===== config.mk =====
export PLATFORM = sky130hd
export DESIGN_NAME = sync_frame_checksum_parser_unit
export DESIGN_NICKNAME = d
export VERILOG_FILES = /design/src/hdl/sfcp_pkg.sv /design/src/hdl/sfcp_ctrl.sv /design/src/hdl/sfcp_datapath.sv /design/src/hdl/sync_frame_checksum_parser_unit.sv
export SDC_FILE = /design/constraint.sdc
export NUM_CORES = 1
export LEC_CHECK = 0
export BUFFER_PORTS_ARGS = -buffer_cell sky130_fd_sc_hd__buf_4
export CAP_MARGIN = 30
export CORE_UTILIZATION = 44
export CTS_BUF_LIST = sky130_fd_sc_hd__clkbuf_4
export DETAILED_ROUTE_END_ITERATION = 8
export GPL_ROUTABILITY_DRIVEN = 0
export PLACE_DENSITY = 0.7
export SETUP_SLACK_MARGIN = 0.4
export SLEW_MARGIN = 20
export SYNTH_ARGS = -nofsm -noshare
export SYNTH_HDL_FRONTEND = slang
export SYNTH_SLANG_ARGS = --single-unit
export TNS_END_PERCENT = 5

===== constraint.sdc =====
create_clock -name clk -period 18.65 [get_ports clk]
set_input_delay 1.865 -clock clk [delete_from_list [all_inputs] [get_ports clk]]
set_output_delay 1.865 -clock clk [all_outputs]
set_load 0.05 [all_outputs]

===== src/hdl/sfcp_pkg.sv =====
// Shared types and constants for the sync frame checksum parser.
// No dependencies; used by the controller, the datapath and the top level.
package sfcp_pkg;

    // Register indexes on the configuration port
    localparam logic [1:0] CFG_INVERT      = 2'd0;
    localparam logic [1:0] CFG_SYNC_FIRST  = 2'd1;
    localparam logic [1:0] CFG_SYNC_SECOND = 2'd2;

    // Frame layout
    localparam int NUM_TEMPS = 6;
    localparam int TEMP_BASE = 5;
    localparam int RELAY_POS = 20;

    localparam logic [7:0] INVERT_MASK = 8'hFF;

    typedef enum logic [3:0] {
        ST_IDLE,
        ST_CHECK,
        ST_CMP_FIRST,
        ST_RESYNC,
        ST_CMP_SECOND,
        ST_SUM,
        ST_SUM_END,
        ST_DECIDE,
        ST_EMIT
    } state_t;

    // Controller to datapath
    typedef struct packed {
        logic load;       // write the request byte into the buffer
        logic rd_head;    // read the first held byte
        logic rd_second;  // read the second held byte
        logic drop;       // drop the first held byte
        logic sum_start;  // clear the checksum sweep
        logic sum_rd;     // read the next byte of the sweep
        logic emit;       // load the result register and empty the buffer
    } cmd_t;

    // Datapath to controller
    typedef struct packed {
        logic cnt_zero;
        logic cnt_ge2;
        logic full;
        logic match_first;
        logic match_second;
        logic sum_last_issue;
        logic sum_ok;
        logic out_free;
    } status_t;

endpackage


===== src/hdl/sfcp_ctrl.sv =====
// Sequencer for the sync frame checksum parser: resync, sync check, checksum sweep.
// Depends on sfcp_pkg for the state, command and status types.
module sfcp_ctrl
(
    input  logic             clk,
    input  logic             rst_n,
    input  logic             in_valid,
    output logic             in_stall,
    input  sfcp_pkg::status_t status,
    output sfcp_pkg::cmd_t    cmd
);

    sfcp_pkg::state_t state_reg;
    sfcp_pkg::state_t state_next;

    // State register
    always_ff @(posedge clk or negedge rst_n)
    begin
        if (!rst_n)
        begin
            state_reg <= sfcp_pkg::ST_IDLE;
        end
        else
        begin
            state_reg <= state_next;
        end
    end

    // Next state
    always_comb
    begin
        state_next = state_reg;
        case (state_reg)
            sfcp_pkg::ST_IDLE:
            begin
                if (in_valid)
                begin
                    state_next = sfcp_pkg::ST_CHECK;
                end
            end
            sfcp_pkg::ST_CHECK:
            begin
                if (status.cnt_ge2)
                begin
                    state_next = sfcp_pkg::ST_CMP_FIRST;
                end
                else
                begin
                    state_next = sfcp_pkg::ST_IDLE;
                end
            end
            sfcp_pkg::ST_CMP_FIRST:
            begin
                if (!status.match_first)
                begin
                    state_next = sfcp_pkg::ST_RESYNC;
                end
                else if (status.cnt_ge2)
                begin
                    state_next = sfcp_pkg::ST_CMP_SECOND;
                end
                else
                begin
                    state_next = sfcp_pkg::ST_IDLE;
                end
            end
            sfcp_pkg::ST_RESYNC:
            begin
                if (status.cnt_zero)
                begin
                    state_next = sfcp_pkg::ST_IDLE;
                end
                else
                begin
                    state_next = sfcp_pkg::ST_CMP_FIRST;
                end
            end
            sfcp_pkg::ST_CMP_SECOND:
            begin
                if (status.match_second && status.full)
                begin
                    state_next = sfcp_pkg::ST_SUM;
                end
                else
                begin
                    state_next = sfcp_pkg::ST_IDLE;
                end
            end
            sfcp_pkg::ST_SUM:
            begin
                if (status.sum_last_issue)
                begin
                    state_next = sfcp_pkg::ST_SUM_END;
                end
            end
            sfcp_pkg::ST_SUM_END:
            begin
                state_next = sfcp_pkg::ST_DECIDE;
            end
            sfcp_pkg::ST_DECIDE:
            begin
                if (status.sum_ok)
                begin
                    state_next = sfcp_pkg::ST_EMIT;
                end
                else
                begin
                    state_next = sfcp_pkg::ST_IDLE;
                end
            end
            sfcp_pkg::ST_EMIT:
            begin
                if (status.out_free)
                begin
                    state_next = sfcp_pkg::ST_IDLE;
                end
            end
            default:
            begin
                state_next = sfcp_pkg::ST_IDLE;
            end
        endcase
    end

    // Commands
    always_comb
    begin
        cmd      = '0;
        in_stall = 1'b1;
        case (state_reg)
            sfcp_pkg::ST_IDLE:
            begin
                in_stall = 1'b0;
                cmd.load = in_valid;
            end
            sfcp_pkg::ST_CHECK:
            begin
                cmd.rd_head = status.cnt_ge2;
            end
            sfcp_pkg::ST_CMP_FIRST:
            begin
                cmd.drop      = !status.match_first;
                cmd.rd_second = status.match_first && status.cnt_ge2;
            end
            sfcp_pkg::ST_RESYNC:
            begin
                cmd.rd_head = !status.cnt_zero;
            end
            sfcp_pkg::ST_CMP_SECOND:
            begin
                cmd.drop      = !status.match_second;
                cmd.sum_start = status.match_second && status.full;
            end
            sfcp_pkg::ST_SUM:
            begin
                cmd.sum_rd = 1'b1;
            end
            sfcp_pkg::ST_SUM_END:
            begin
                cmd = '0;
            end
            sfcp_pkg::ST_DECIDE:
            begin
                cmd.drop = !status.sum_ok;
            end
            sfcp_pkg::ST_EMIT:
            begin
                cmd.emit = status.out_free;
            end
            default:
            begin
                cmd = '0;
            end
        endcase
    end

endmodule


===== src/hdl/sfcp_datapath.sv =====
// Datapath for the sync frame checksum parser: configuration, circular frame
// buffer, checksum sweep and result register. Depends on sfcp_pkg.
module sfcp_datapath
#(
    parameter int FRAME_LEN = 22
)
(
    input  logic              clk,
    input  logic              rst_n,
    input  logic              cfg_we,
    input  logic [1:0]        cfg_index,
    input  logic [7:0]        cfg_data,
    input  logic [7:0]        rx_byte,
    input  sfcp_pkg::cmd_t    cmd,
    output sfcp_pkg::status_t status,
    output logic              out_valid,
    input  logic              out_stall,
    output logic [15:0]       temp_0,
    output logic [15:0]       temp_1,
    output logic [15:0]       temp_2,
    output logic [15:0]       temp_3,
    output logic [15:0]       temp_4,
    output logic [15:0]       temp_5,
    output logic [7:0]        relay_bits,
    output logic              relay_bits_present
);

    localparam int AW = $clog2(FRAME_LEN);
    localparam int CW = $clog2(FRAME_LEN + 1);
    localparam logic [AW:0]   LEN_W    = (AW + 1)'(FRAME_LEN);
    localparam logic [CW-1:0] LEN_C    = CW'(FRAME_LEN);
    localparam logic [AW-1:0] LAST_IDX = AW'(FRAME_LEN - 1);
    localparam logic          HAS_RELAY = (FRAME_LEN > sfcp_pkg::RELAY_POS);

    // Add an offset to a buffer position, wrapping at the frame length
    function automatic logic [AW-1:0] wrap_add(input logic [AW-1:0] a, input logic [AW-1:0] b);
        logic [AW:0] s;
        s = {1'b0, a} + {1'b0, b};
        if (s >= LEN_W)
        begin
            s = s - LEN_W;
        end
        return s[AW-1:0];
    endfunction

    logic            invert_reg;
    logic [7:0]      sync_first_reg;
    logic [7:0]      sync_second_reg;

    logic [7:0]      mem [FRAME_LEN];
    logic [AW-1:0]   head_reg;
    logic [CW-1:0]   count_reg;
    logic [7:0]      rd_data_reg;
    logic [AW-1:0]   idx_reg;
    logic            rd_valid_reg;
    logic [AW-1:0]   rd_idx_reg;
    logic [7:0]      sum_reg;
    logic            sum_ok_reg;
    logic [15:0]     temp_stage [sfcp_pkg::NUM_TEMPS];
    logic [7:0]      relay_stage;
    logic [15:0]     temp_reg [sfcp_pkg::NUM_TEMPS];
    logic [7:0]      relay_reg;
    logic            out_valid_reg;

    logic            full;
    logic [7:0]      byte_in;
    logic [AW-1:0]   head_inc;
    logic [AW-1:0]   wr_addr;
    logic [AW-1:0]   rd_addr;
    logic            rd_en;

    assign full     = (count_reg == LEN_C);
    assign byte_in  = rx_byte ^ (invert_reg ? sfcp_pkg::INVERT_MASK : 8'h00);
    assign head_inc = wrap_add(head_reg, AW'(1));
    assign wr_addr  = full ? head_reg : wrap_add(head_reg, count_reg[AW-1:0]);
    assign rd_en    = cmd.rd_head | cmd.rd_second | cmd.sum_rd;

    // Select the read address
    always_comb
    begin
        rd_addr = head_reg;
        if (cmd.rd_second)
        begin
            rd_addr = head_inc;
        end
        else if (cmd.sum_rd)
        begin
            rd_addr = wrap_add(head_reg, idx_reg);
        end
    end

    // Configuration registers
    always_ff @(posedge clk or negedge rst_n)
    begin
        if (!rst_n)
        begin
            invert_reg      <= 1'b0;
            sync_first_reg  <= 8'h00;
            sync_second_reg <= 8'h00;
        end
        else if (cfg_we)
        begin
            case (cfg_index)
                sfcp_pkg::CFG_INVERT:      invert_reg      <= cfg_data[0];
                sfcp_pkg::CFG_SYNC_FIRST:  sync_first_reg  <= cfg_data;
                sfcp_pkg::CFG_SYNC_SECOND: sync_second_reg <= cfg_data;
                default:                   invert_reg      <= invert_reg;
            endcase
        end
    end

    // Frame buffer memory
    always_ff @(posedge clk)
    begin
        if (cmd.load)
        begin
            mem[wr_addr] <= byte_in;
        end
        if (rd_en)
        begin
            rd_data_reg <= mem[rd_addr];
        end
    end

    // Head pointer and fill count; a full buffer overwrites its oldest byte
    always_ff @(posedge clk or negedge rst_n)
    begin
        if (!rst_n)
        begin
            head_reg  <= '0;
            count_reg <= '0;
        end
        else if (cmd.load)
        begin
            if (full)
            begin
                head_reg <= head_inc;
            end
            else
            begin
                count_reg <= count_reg + CW'(1);
            end
        end
        else if (cmd.drop)
        begin
            head_reg  <= head_inc;
            count_reg <= count_reg - CW'(1);
        end
        else if (cmd.emit)
        begin
            count_reg <= '0;
        end
    end

    // Sweep index and read pipeline
    always_ff @(posedge clk or negedge rst_n)
    begin
        if (!rst_n)
        begin
            idx_reg      <= '0;
            rd_valid_reg <= 1'b0;
            rd_idx_reg   <= '0;
            sum_reg      <= 8'h00;
            sum_ok_reg   <= 1'b0;
        end
        else
        begin
            rd_valid_reg <= cmd.sum_rd;
            rd_idx_reg   <= idx_reg;
            if (cmd.sum_start)
            begin
                idx_reg <= '0;
                sum_reg <= 8'h00;
            end
            else if (cmd.sum_rd)
            begin
                idx_reg <= idx_reg + AW'(1);
            end
            // Accumulate every byte but the last, then compare against it
            if (rd_valid_reg)
            begin
                if (rd_idx_reg == LAST_IDX)
                begin
                    sum_ok_reg <= (sum_reg == rd_data_reg);
                end
                else
                begin
                    sum_reg <= sum_reg + rd_data_reg;
                end
            end
        end
    end

    // Capture payload bytes as the sweep passes them
    always_ff @(posedge clk)
    begin
        if (rd_valid_reg)
        begin
            for (int k = 0; k < sfcp_pkg::NUM_TEMPS; k++)
            begin
                if (rd_idx_reg == AW'(sfcp_pkg::TEMP_BASE + 2 * k))
                begin
                    temp_stage[k][15:8] <= rd_data_reg;
                end
                if (rd_idx_reg == AW'(sfcp_pkg::TEMP_BASE + 2 * k + 1))
                begin
                    temp_stage[k][7:0] <= rd_data_reg;
                end
            end
            if (HAS_RELAY && (rd_idx_reg == AW'(sfcp_pkg::RELAY_POS)))
            begin
                relay_stage <= rd_data_reg;
            end
        end
    end

    // Result register
    always_ff @(posedge clk or negedge rst_n)
    begin
        if (!rst_n)
        begin
            out_valid_reg <= 1'b0;
        end
        else if (cmd.emit)
        begin
            out_valid_reg <= 1'b1;
        end
        else if (!out_stall)
        begin
            out_valid_reg <= 1'b0;
        end
    end

    always_ff @(posedge clk)
    begin
        if (cmd.emit)
        begin
            for (int k = 0; k < sfcp_pkg::NUM_TEMPS; k++)
            begin
                temp_reg[k] <= temp_stage[k];
            end
            relay_reg <= relay_stage;
        end
    end

    assign out_valid          = out_valid_reg;
    assign temp_0             = temp_reg[0];
    assign temp_1             = temp_reg[1];
    assign temp_2             = temp_reg[2];
    assign temp_3             = temp_reg[3];
    assign temp_4             = temp_reg[4];
    assign temp_5             = temp_reg[5];
    assign relay_bits         = HAS_RELAY ? relay_reg : 8'h00;
    assign relay_bits_present = HAS_RELAY;

    // Status to the controller
    assign status.cnt_zero       = (count_reg == '0);
    assign status.cnt_ge2        = (count_reg >= CW'(2));
    assign status.full           = full;
    assign status.match_first    = (rd_data_reg == sync_first_reg);
    assign status.match_second   = (rd_data_reg == sync_second_reg);
    assign status.sum_last_issue = (idx_reg == LAST_IDX);
    assign status.sum_ok         = sum_ok_reg;
    assign status.out_free       = !out_valid_reg || !out_stall;

endmodule


===== src/hdl/sync_frame_checksum_parser_unit.sv =====
// Top level of the sync frame checksum parser.
// Instantiates sfcp_ctrl and sfcp_datapath; depends on sfcp_pkg.
//
// Takes one received byte per request, optionally inverted, into a circular
// buffer of FRAME_LEN bytes, drops leading bytes until the buffer starts with
// the two sync bytes, and once full checks the last byte against the 8-bit sum
// of the others. A good frame gives one result (six big-endian temperatures
// and the relay byte) and empties the buffer. Bytes are handled one at a time:
// in_stall is high while a byte is being worked on. A byte that leaves fewer
// than two bytes held is accepted and the count checked. Otherwise the first
// sync compare follows (accept, memory read, compare), each dropped leading
// byte adds a drop and a fresh read of the new head, and the second sync
// compare follows. A full buffer adds a checksum sweep (one read per byte,
// the last byte landing, a decision) through the single buffer read port,
// and then loads the result register. The result register holds a result
// until it is taken, so the next byte is accepted meanwhile; a second result
// waits for it to drain.
module sync_frame_checksum_parser_unit
#(
    parameter int FRAME_LEN = 22
)
(
    input  logic        clk,
    input  logic        rst_n,
    input  logic        cfg_we,
    input  logic [1:0]  cfg_index,
    input  logic [7:0]  cfg_data,
    input  logic        in_valid,
    output logic        in_stall,
    input  logic [7:0]  rx_byte,
    output logic        out_valid,
    input  logic        out_stall,
    output logic [15:0] temp_0,
    output logic [15:0] temp_1,
    output logic [15:0] temp_2,
    output logic [15:0] temp_3,
    output logic [15:0] temp_4,
    output logic [15:0] temp_5,
    output logic [7:0]  relay_bits,
    output logic        relay_bits_present
);

    sfcp_pkg::cmd_t    cmd;
    sfcp_pkg::status_t status;

    sfcp_ctrl u_ctrl
    (
        .clk      (clk),
        .rst_n    (rst_n),
        .in_valid (in_valid),
        .in_stall (in_stall),
        .status   (status),
        .cmd      (cmd)
    );

    sfcp_datapath
    #(
        .FRAME_LEN (FRAME_LEN)
    )
    u_datapath
    (
        .clk                (clk),
        .rst_n              (rst_n),
        .cfg_we             (cfg_we),
        .cfg_index          (cfg_index),
        .cfg_data           (cfg_data),
        .rx_byte            (rx_byte),
        .cmd                (cmd),
        .status             (status),
        .out_valid          (out_valid),
        .out_stall          (out_stall),
        .temp_0             (temp_0),
        .temp_1             (temp_1),
        .temp_2             (temp_2),
        .temp_3             (temp_3),
        .temp_4             (temp_4),
        .temp_5             (temp_5),
        .relay_bits         (relay_bits),
        .relay_bits_present (relay_bits_present)
    );

    // An accepted request always keeps the block busy for the next cycle
    assert property (@(posedge clk) disable iff (!rst_n)
        (in_valid && !in_stall) |=> in_stall)
    else $error("block took a second request back to back");

    // At most one buffer update per cycle
    assert property (@(posedge clk) disable iff (!rst_n)
        $onehot0({cmd.load, cmd.drop, cmd.emit, cmd.sum_start}))
    else $error("conflicting buffer commands");

    // A result is only loaded from a full buffer whose checksum matched
    assert property (@(posedge clk) disable iff (!rst_n)
        cmd.emit |-> (status.sum_ok && status.full && status.out_free))
    else $error("result loaded without a checked frame");

    // A new result appears only while the block is busy with a byte
    assert property (@(posedge clk) disable iff (!rst_n)
        $rose(out_valid) |-> $past(in_stall))
    else $error("result appeared while idle");

endmodule

==> flow_summary.yaml <==
clocking:
  cts_resized: 0
  clock_path_buffers: 3
  cts_root_buffer: "clkbuf_4"
  cts_hold_buffers: 0
  clock-sinks: 444
  worstSkewPairLatency_ns: 0.80
  path_clk_slew_ns: 0.07
  tritoncts: "yes"
  post_cts_buffers: 0
  htree_levels: 3
  cts_made_buffers: 105
worst_setup_path:
  cp-start-kind: "flip-flop"
  crit_path_top_delay_cell: "edfxtp_1"
  critical_path_required_ns: 19.13
  crit_family: "simple AND/OR/NAND/NOR gates"
  crit_fanout: 54
  arrival_ns: 5.25
  max_stage_delay_ns: 0.90
  reg2reg_to: "u_datapath.rd_data_reg[2]"
  endpoint: "u_datapath.rd_data_reg[2]"
  critical_path_depth: 12
  r2r_slack_ns: 13.87
  end_kind: "flip-flop"
  reg2regPathDepth: 12
  critPathLaunch: "u_datapath.rd_data_reg[1]"
  reg2reg_from: "u_datapath.rd_data_reg[1]"
  path_buf_inv: 3
  path_class: "reg -> reg"
  crit_chain: "xnor2_1, nand4_1, nor3_2, nor2_2, a21oi_4, buf_4, buf_4, buf_16, mux2i_1, mux2i_1, o211a_1, or4_1"
run_status:
  status: "finished clean"
cells_and_area:
  fin_area_sq_um: 20700
  post-route-util_pct: 53.0
  largest_reg_flops: 176
  finalNetCount: 1328
  final_common_cell: "edfxtp_1"
  layout_common_cells: "edfxtp_1 (392), clkbuf_4 (159), buf_4 (148)"
  layout-drive-gt1-share_pct: 27.8
  area_growth_pct: 17.6
power:
  finalPower_w: 0.00305
  pwr-share-comb_pct: 29.3
  p_per_area_nw_per_um2: 148
  p_int_w: 0.00202
  power_switching_w: 0.00104
  p_clk_share_pct: 26.7
  p_sw_share_pct: 33.9
  ir_drop_mv: 0.0767
  sequentialPowerShare_pct: 44.1
  leakagePower_nw: 7.67
logic_synthesis:
  yosysWarnings: 0
  syn_avg_cell_area_sq_um: 16.7
  yosysSeqAreaShare_pct: 74.4
  synth_seq_cells: 444
  syn_area_sq_um: 17600
  ys_types: 72
  synth_ff_type: "edfxtp_1"
  synth_fp_nets: 1106
  synthCells: 1053
  async_reset_ff_share_pct: 11.7
  synth_edf_count: 392
timing:
  tns_ns: 0
  hold_viol: 0
  tightest_slew_ns: 0.964
  finalCritPeriodShare_pct: 25.6
  fmax_mhz: 209
  slew_headroom_pct: 35.5
  fin_worst_skew_ns: 0.0671
  setup_viol: 0
  fin_crit_ns: 4.78
  rsz0062_at_grt: "no"
  drv_slew: 0
routing:
  drt-total-wl_microns: 35600
  drc: 0
  via_count: 9744
  antenna_left: 0
  drt_iter0_drc: 575
  viasPerCell: 5.17
  wire_per_inst_microns: 18.9
  first_pass_iters: 5
grt:
  antenna_found_initial: 3
  grt_max_degree: 78
  grt_use_total_pct: 17.5
  grt_overflow: 0
  grt_pass1_wl_microns: 54300
  grt_pass1_vias: 9692
die:
  die_area_sq_um: 40800
  coreArea_sq_um: 39000
  initial_core_util_pct: 45.1
  dieWidth_microns: 202
  ios: 130
  rows: 72
  fp.dieH_microns: 202
place:
  port_buffers: 128
  dp_hpwl_microns: 22600
  placed_area_sq_um: 19200
flow_run:
  maxCapViolCount: 0
worst_hold_path:
  hp-class: "reg -> reg"
  hold_path.startpoint: "u_datapath.temp_stage[0][6]"
## layout make-up
class / instances / area (sq um)
fill: 3140 / 18300
sequential: 444 / 13100
multi-input combinational: 553 / 4250
clock buffer: 159 / 1190
timing repair buffer: 152 / 1180
tap: 518 / 648
clock inverter: 38 / 245
inverter: 19 / 71.3
antenna: 3 / 7.51
## through the flow
| step | std cells | setup WS [ns] | hold WS [ns] |
|---|---|---|---|
| 2_1_floorplan | 1053 | 10.85 | 0.400 |
| 3_3_place_gp | 1681 | 13.79 | 0.401 |
| 3_5_place_dp | 1684 | 13.67 | 0.405 |
| 4_1_cts | 1881 | 13.66 | 0.362 |
| 5_1_grt | 1885 | 13.56 | 0.375 |
| 6_report | 1886 | 13.87 | 0.367 |
## power by group through the flow
stage / combinational [W] / sequential (W) / clock [W]
after floorplan: 0.000697 / 0.00131 / 0
after global placement: 0.000863 / 0.00136 / 0
after detailed placement: 0.000883 / 0.00137 / 0
after CTS: 0.000889 / 0.00135 / 0.000836
after global routing: 0.000985 / 0.00136 / 0.000883
final: 0.000894 / 0.00135 / 0.000815
## metal layers
| metal | GRT usage [%] | share of wire, % | vias to the layer above |
|---|---|---|---|
| met3 | 4.55 | 6.3 | 62 |
| met2 | 28.4 | 48 | 344 |
| met4 | 6.60 | 2.4 | 2 |
| met1 | 22.6 | 44 | 4751 |
| met5 | 0 | 0.037 | - |
| li1 | - | - | 4585 |
## cells in the mapped netlist (all sizes together), types with 6 or more instances
| master | instances | area, sq um |
|---|---|---|
| buf | 29 | 186 |
| or4 | 9 | 67.6 |
| nor3 | 11 | 60.1 |
| edfxtp | 392 | 11800 |
| nand3 | 12 | 60.1 |
| a211oi | 36 | 305 |
| nand2 | 49 | 184 |
| mux2i | 87 | 871 |
| inv | 19 | 71.3 |
| clkbuf | 8 | 30.0 |
| o211a | 8 | 80.1 |
| o21ai | 14 | 73.8 |
| nand3b | 6 | 45.0 |
| xnor2 | 26 | 228 |
| ha | 27 | 338 |
| a21oi | 20 | 104 |
| o22ai | 17 | 106 |
| nand4 | 8 | 50.1 |
| nor2 | 60 | 228 |
| dfrtp | 52 | 1300 |
| xor2 | 21 | 191 |
| nor2b | 23 | 144 |
| mux2 | 33 | 372 |
## logic make-up after synthesis
kind of cell | share of synthesized area, %
flip-flops | 74.4
XOR/XNOR | 2.38
AND/OR/NAND/NOR | 6.34
other | 0.0213
multiplexers | 7.07
adder cells (fa/ha/maj) | 2.26
AO/OA/AOI/OAI | 5.92
buffers and inverters | 1.64
## how the worst min path moves through the flow
stage,depth (start not counted),to,slack [ns]
after global placement,0,u_datapath.temp_reg[5][4],0.40
after floorplan,0,u_datapath.relay_bits[0],0.40
final,0,u_datapath.temp_reg[0][6],0.37
after CTS,0,u_datapath.temp_reg[1][10],0.36
after global routing,0,u_datapath.temp_reg[1][10],0.38
after detailed placement,0,u_datapath.relay_bits[2],0.40
(Power assumes the default switching activity.)
